### src/rtl/sli_ram.sv
// Generic single-clock RAM, one write port and one registered read port.
`default_nettype none
module sli_ram #(
  parameter int unsigned WIDTH = 8,
  parameter int unsigned DEPTH = 16
) (
  input  wire logic                             clk_i,
  input  wire logic                             we_i,
  input  wire logic [$clog2(DEPTH)-1:0]         waddr_i,
  input  wire logic [WIDTH-1:0]                 wdata_i,
  input  wire logic                             re_i,
  input  wire logic [$clog2(DEPTH)-1:0]         raddr_i,
  output logic      [WIDTH-1:0]                 rdata_o
);

  logic [WIDTH-1:0] mem_q [DEPTH];
  logic [WIDTH-1:0] rdata_q;

  always_ff @(posedge clk_i) begin
    if (we_i) begin
      mem_q[waddr_i] <= wdata_i;
    end
    if (re_i) begin
      rdata_q <= mem_q[raddr_i];
    end
  end

  assign rdata_o = rdata_q;

endmodule
`default_nettype wire

### config.mk
export PLATFORM = sky130hd
export DESIGN_NAME = sli_ram
export DESIGN_NICKNAME = d
export VERILOG_FILES = /design/src/rtl/sli_ram.sv
export SDC_FILE = /design/constraint.sdc
export NUM_CORES = 1
export LEC_CHECK = 0
export ABC_AREA = 1
export BUFFER_PORTS_ARGS = -buffer_cell sky130_fd_sc_hd__buf_2
export CAP_MARGIN = 20
export CELL_PAD_IN_SITES_DETAIL_PLACEMENT = 0
export CELL_PAD_IN_SITES_GLOBAL_PLACEMENT = 1
export CORE_AREA = 2 2 137 152
export DETAILED_ROUTE_END_ITERATION = 12
export DIE_AREA = 0 0 139 154
export GPL_TIMING_DRIVEN = 0
export PLACE_DENSITY = 0.62
export SYNTH_ARGS = -nofsm -noshare
export SYNTH_HDL_FRONTEND = slang
export SYNTH_SLANG_ARGS = --single-unit
### constraint.sdc
create_clock -name clk_i -period 2.1 [get_ports clk_i]
set_input_delay 0.315 -clock clk_i [delete_from_list [all_inputs] [get_ports clk_i]]
set_output_delay 0.315 -clock clk_i [all_outputs]
set_load 0.01 [all_outputs]
### Yosys cells after proc, flatten, opt, wreduce, memory -nomap -nowiden

Memory sizes are Yosys's and may differ from the RTL's. A register that Yosys moved wholly into a read port is not among the register bits.
Index checks and enable logic that the tools add are counted.

* multiplexer cells: 2

Operator list (number)
* two-way mux 1 bit: 2

* bits in registers: 0
* memory bits (writable): 128
* input bits: 19
* output and inout bits: 8
* word-level logic and storage cells: 3
* memories: 1

Memory list
* mem_q: depth 16, width 8, read ports 1, clocked after Yosys merged registers in 1, write ports 1, RTL line 16 `logic [WIDTH-1:0] mem_q [DEPTH];`

### Depth between registers and ports, before layout

Gate-level depths: netlist of run 1.

* word-level depth: 2
* depth in mapped cells: 8
* gate-level depth less buffers: 7

### Least setup slack after synthesis of run 1

No wires, ideal clock.

* kind: input-to-reg
* start: input port waddr_i[2]
* end: memory mem_q[10][0] (enable)
* setup time: 0.370 ns
* arrival time: 0.896 ns
* data required time: 1.730 ns
* slack: 0.834 ns
* stages: 2
* buffers on the path: 0
* path through: nand3b_1 > nor2_1

RTL lines
* start: declaration: RTL line 9 `input wire logic [$clog2(DEPTH)-1:0] waddr_i,`
* end: declaration: RTL line 16

Straight into the memory's write port.

### Final worst setup path of run 1

* start: input port waddr_i[3]
* end: memory mem_q[7][0] (enable)

Straight into the memory's write port.

==> results.toml, run 1 <==
[floorplan]
start_util_pct = 29.64
rows = 54
io_pins = 27
die_w_um = 139
dieHeight_um = 154
die_area_um2 = 21410
core_um2 = 19730

[routing]
antenna_left = 0
drc_errors = 0
vias = 3771
vias_per_cell = 4.395
detail_route.first_pass.iterations = 5
routedWlPerCell_um = 17.00
routed_wl_mm = 14.58
drt_iter0_drc = 373

[logic_synthesis]
synthFlopType = "edfxtp_1"
synth_top_cell_by_area = "edfxtp_1"
synth_compound_area_share_pct = 0
synthMuxAreaShare_pct = 0
synth_most_common_cell = "nand2_1"
synth_edf_count = 136
yosys.area_share.simple_pct = 20.76
synth_top_family_by_area = "simple AND/OR/NAND/NOR gates"
syn_inst = 551
ys_seq_area_share_pct = 69.85
ys_ff_latch = 136
synthXorXnorAreaFrac_pct = 0
ys_top_cells_by_area = "edfxtp_1 (70%), nand2_1 (11%), nand3_1 (8.3%), inv_1 (6.4%), buf_6 (1.2%)"
ys_types = 11
netlist_area_um2 = 5847
synth_commonest_cells = "nand2_1 (173), edfxtp_1 (136), inv_1 (100)"
netlist.area_leader.share_pct = 69.85
synthAdderAreaFrac_pct = 0
synth-async-reset-ratio_pct = 0
synth-warning-count = 0
syn_area_per_cell_um2 = 10.61
synth_nets = 570

[status]
status = "complete, no violations"

[sta]
min_period_ps = 1378
setup_viol_count_final = 0
final.setup_skew_ps = 6.374
finalWorstSetupSlack_ps = 721.6
slew_viol_final = 0
fmax_mhz = 725.5
fin_crit_sh_pct = 65.64
rsz0062_at_grt = "false"
finalSetupTns_ps = 0
worst_pin_slew_ps = 982.8
hold_viol = 0
relSlewSlack_pct = 34.24

[job]
cap_violations = 0

[power]
seqPwrFrac_pct = 48.4
pwr-share-clk_pct = 45.4
ir_worst_vdd_v = 0.0005191
switching_share_pct = 22.60
power.switching_uw = 1436
comb_power_share_pct = 6.3
p_int_uw = 4918
powerDensity_nw_per_um2 = 926.7
power_uw = 6354
power_leakage_uw = 0.002893

[clock_network]
cts_hold_buffers = 0
clkTransAtPathRegs_ps = 60
clockBufferDepth = 2
clock_latency_ps = 420
postCtsSetupBuffers = 0
cts-root-buf = "clkbuf_16"
cts_max_level = 4
cts_inserted_buffers = 17
clkSinkCount = 136
cts_tree = "yes"
cts_resized = 0

[global_routing]
grt_pass1_vias = 3606
antenna_found_initial = 0
grt_max_degree = 17
grt_pass1_wl_mm = 21.98
overflow = 0
gr-usage-all-layers_pct = 14.14

[min_path]
worstHoldStart = "re_i"
hold_class = "in -> reg"

[finish]
syn2layout_area_growth_pct = 17.27
n_antenna_cell = 0
fill_cells = 2028
multiInputGateArea_um2 = 1214
utilization_pct = 34.75
regArea_um2 = 4084
fin_nets = 612
drive_gt1_share_pct = 12.87

[placed_design]
place.port_buffers = 23
place.gp.congestion = 0.8012
pre_cts_ws_ps = 225.4
dp_hpwl_mm = 9.897

[critical_path]
critPathLaunchType = "input port"
cp.arrival_ps = 1410
crit_required_ps = 2140
worstReg2RegStart = "mem_q[10][3]$_DFFE_PP_"
crit_fanout = 8
endpoint_kind = "register"
critPathKind = "in -> reg"
startpoint = "waddr_i[3]"
-- layout make-up --
type,instances,share of cell area [%]
well taps,252,4.599
clock buffers,17,6.204
multi-input cells,289,17.70
inverters,102,5.584
clock inverters,15,2.245
repair buffers,23,1.679
flip-flops and latches,136,59.56
plain buffers,24,2.427
-- path summary, 6_finish.rpt --
kind	slack, ps	to	depth (start not counted)
setup / recovery	720	mem_q[7][0]$_DFFE_PP_	3
setup reg to reg	910	rdata_o[3]$_DFFE_PP_	6
hold / removal	270	rdata_o[5]$_DFFE_PP_	1
hold reg to reg	770	rdata_o[2]$_DFFE_PP_	6
-- layout by cell type (no fill, tap or decap) --
cell,Yosys,layout
clkinvlp_4,0,5
buf_6,6,6
buf_4,4,4
edfxtp_1,136,136
nand3_1,97,97
nand2_1,173,173
inv_1,100,100
buf_1,1,1
clkinv_2,0,1
nand3b_1,2,2
buf_2,13,36
clkbuf_16,0,17
bufinv_16,0,2
inv_2,2,2
inv_6,0,2
clkinv_1,0,2
nor2_1,17,17
clkinv_4,0,3
-- per-layer routing --
| layer | part of all wire (%) | up-vias | track usage (%) | wire, µm |
|---|---|---|---|---|
| li1 | - | 1867 | - | - |
| met1 | 45 | 1758 | 19.02 | 6497 |
| met2 | 47 | 130 | 22.21 | 6863 |
| met3 | 6.6 | 16 | 3.426 | 958 |
| met4 | 1.8 | 0 | 5.387 | 265 |
| met5 | 0 | - | 0 | 0 |
-- flip-flops by register name, indices dropped and copies added (netlist names) --
| register | count |
|---|---|
| rdata_o | 8 |
| mem_q | 128 |
-- power groups by stage --
stage / logic, µW / clock network (µW) / registers, µW
2_1_floorplan: 214 / 0 / 3140
3_3_place_gp: 400 / 0 / 3130
3_5_place_dp: 405 / 0 / 3130
4_1_cts: 406 / 2940 / 3070
5_1_grt: 447 / 3070 / 3080
6_report: 400 / 2880 / 3070
-- worst max-delay path, stage by stage --
cell      delay [ps]
buf_2            120
nand3b_1         240
nor2_1           740
-- stage by stage --
stage | cells | hold WS [ps] | instance area (µm²)
2_1_floorplan | 551 | 413.9 | 5847
3_3_place_gp | 826 | 689.6 | 6277
3_5_place_dp | 826 | 701.7 | 6277
4_1_cts | 858 | 260.3 | 6857
5_1_grt | 858 | 265.7 | 6857
6_report | 858 | 270.3 | 6857
-- cell families (layout without fill, tap and decap cells) --
family                 Yosys count  in the layout
buffers and inverters          126            181
flip-flops                     136            136
AND/OR/NAND/NOR                289            289
(Power assumes the default switching activity.)
==> inputs of run 2 (changes only) <==
Settings changed: ABC_AREA 1 to 0, CORE_AREA 2 2 137 152 to 2 2 129 144, DIE_AREA 0 0 139 154 to 0 0 131 146, PLACE_DENSITY 0.62 to 0.59.
Clock period 2.1 ns to 1.3 ns, I/O delays scaled along.
==> results.toml, run 2 <==
[routing]
vias = 2394
routedWlPerCell_um = 20.06
drt_iter0_drc = 146
routed_wl_mm = 10.51
vias_per_cell = 4.569
detail_route.first_pass.iterations = 4
antenna_left = 0
drc_errors = 0

[global_routing]
antenna_found_initial = 0
grt_pass1_vias = 2492
grt_max_degree = 17
overflow = 0
gr-usage-all-layers_pct = 11.91
grt_pass1_wl_mm = 15.69

[sta]
relSlewSlack_pct = 49.14
setup_viol_count_final = 8
slew_viol_final = 0
finalWorstSetupSlack_ps = -167.5
worst_pin_slew_ps = 760.1
rsz0062_at_grt = "true"
finalSetupTns_ps = -1034
min_period_ps = 1467
hold_viol = 0
fin_crit_sh_pct = 112.9
fmax_mhz = 681.4
final.setup_skew_ps = 4.693

[min_path]
worstHoldStart = "re_i"
min_path_cells = 1
min_to = "rdata_o[4]$_DFFE_PP_"
hold_class = "in -> reg"

[finish]
fin_cells = 524
fin_nets = 292
layout_common_cells = "edfxtp_1 (136), mux4_2 (32), buf_2 (28), clkbuf_16 (17)"
largest_reg_flops = 128
drive_gt1_share_pct = 40.21
syn2layout_area_growth_pct = 20.80
top_register = "mem_q"
layout_commonest_cell = "edfxtp_1"
postLayoutCellArea_um2 = 6315
n_antenna_cell = 0

[clock_network]
cts_tree = "yes"
cts_inserted_buffers = 17
cts_max_level = 4
cts_hold_buffers = 0
clkSinkCount = 136
clkTransAtPathRegs_ps = 50
cts-root-buf = "clkbuf_16"
clock_latency_ps = 410
clockBufferDepth = 2
postCtsSetupBuffers = 0

[logic_synthesis]
syn_inst = 229
ys_ff_latch = 136
synth_edf_count = 136
ys_types = 18
synth_most_common_cell = "edfxtp_1"
synth-async-reset-ratio_pct = 0
syn_area_per_cell_um2 = 22.83
synth_top_cell_by_area = "edfxtp_1"
ys_top_cells_by_area = "edfxtp_1 (78%), mux4_2 (7.8%), mux4_1 (7.0%), a22oi_1 (2.3%), nor2_1 (0.93%)"
synth-warning-count = 0
netlist.area_leader.share_pct = 78.12
synth_commonest_cells = "edfxtp_1 (136), mux4_2 (18), a22oi_1 (16)"
synthFlopType = "edfxtp_1"
netlist_area_um2 = 5228
ys_seq_area_share_pct = 78.12
synth_nets = 248

[power]
power_leakage_uw = 0.002003
powerDensity_nw_per_um2 = 1616
power_uw = 10210
ir_worst_vdd_v = 0.0009198

[critical_path]
worstReg2RegStart = "mem_q[7][0]$_DFFE_PP_"
cp.arrival_ps = 1610
endpoint_kind = "register"
crit_required_ps = 1440
critPathKind = "reg -> reg"
regToRegSetupSlack_ps = -170
timing.rr.end = "rdata_o[0]$_DFFE_PP_"
crit_fanout = 1
critPathLaunchType = "register"
reg2reg_depth = 3

[floorplan]
die_area_um2 = 19130
dieHeight_um = 146
core_um2 = 17550
io_pins = 27
start_util_pct = 29.79
die_w_um = 131
rows = 51

[placed_design]
placed_area_um2 = 5672
place.port_buffers = 25
dp_hpwl_mm = 6.861
dp.cells = 492
pre_cts_ws_ps = -484.5
place.gp.congestion = 0.7134

[status]
status = "finished, violations left"
violations = "setup timing"

[job]
cap_violations = 0
==> run 2: changes by cell type in the layout (fill, tap and decap cells not counted), moves of 8 or more <==
cell     change
a22oi_2      +9
nand2_1    -164
buf_2        -8
nand3_1     -96
mux4_2      +32
inv_1      -100
nor2_1      -11
==> run 2: final cells by class <==
type | instances | area (µm²)
Buffer | 10 | 120.1
Timing Repair Buffer | 25 | 125.1
Tap cell | 238 | 297.8
Fill cell | 1649 | 11230
Clock buffer | 18 | 429.2
Clock inverter | 14 | 156.4
Multi-Input combinational cell | 83 | 1102
Sequential cell | 136 | 4084
==> run 2: logic make-up (layout without fill, tap and decap cells) <==
kind of cell	after synthesis	in the layout	share of synthesized area, %
simple gates	35	35	3.136
compound gates	16	16	2.298
flops	136	136	78.12
mux	32	32	14.79
buf+inv	10	67	1.651
==> run 2: worst max-delay path by stage <==
| stage | startpoint | to | slack (ps) | cells past startpoint |
|---|---|---|---|---|
| 6_report | mem_q[7][0]$_DFFE_PP_ | rdata_o[0]$_DFFE_PP_ | -170 | 3 |
| 5_1_grt | mem_q[3][0]$_DFFE_PP_ | rdata_o[0]$_DFFE_PP_ | -230 | 3 |
| 4_1_cts | mem_q[7][0]$_DFFE_PP_ | rdata_o[0]$_DFFE_PP_ | -190 | 3 |
| 3_5_place_dp | raddr_i[1] | rdata_o[0]$_DFFE_PP_ | -480 | 5 |
| 3_3_place_gp | raddr_i[1] | rdata_o[0]$_DFFE_PP_ | -470 | 5 |
| 2_1_floorplan | raddr_i[0] | rdata_o[1]$_DFFE_PP_ | -100 | 5 |
==> run 2: what timing repair did <==
item                                    CTS  global route
cloned                                    0             0
resized for setup                         7             8
endpoints found under the setup margin    8            32
pin swaps                                 4             3
==> run 2: critical path, stage by stage (launching register included) <==
cell      delay, ps
edfxtp_1        350
mux4_2          530
a22oi_2         190
nand2_1         120
==> run 2: per-layer routing <==
layer	track usage, %	vias to the layer above	wire [µm]
li1	-	1059	-
met1	16.53	1263	4862
met2	17.49	58	5059
met4	4.309	0	130
met3	3.934	14	459
met5	0	-	0
==> run 2: power breakdown <==
| group | switching, µW | total [µW] | internal (µW) | leakage [µW] |
|---|---|---|---|---|
| sequential | 20.4 | 4960 | 4940 | 0.00124 |
| clock | 1720 | 4710 | 2990 | 0.000280 |
| combinational | 314 | 532 | 219 | 0.000486 |
==> run 2: per-stage QoR <==
stage,hold WS [ps],util [%]
after floorplan,293.9,-
after global placement,533.0,32.32
after detailed placement,544.0,32.32
after CTS,108.2,35.81
after global routing,111.7,35.99
final,125.3,35.99
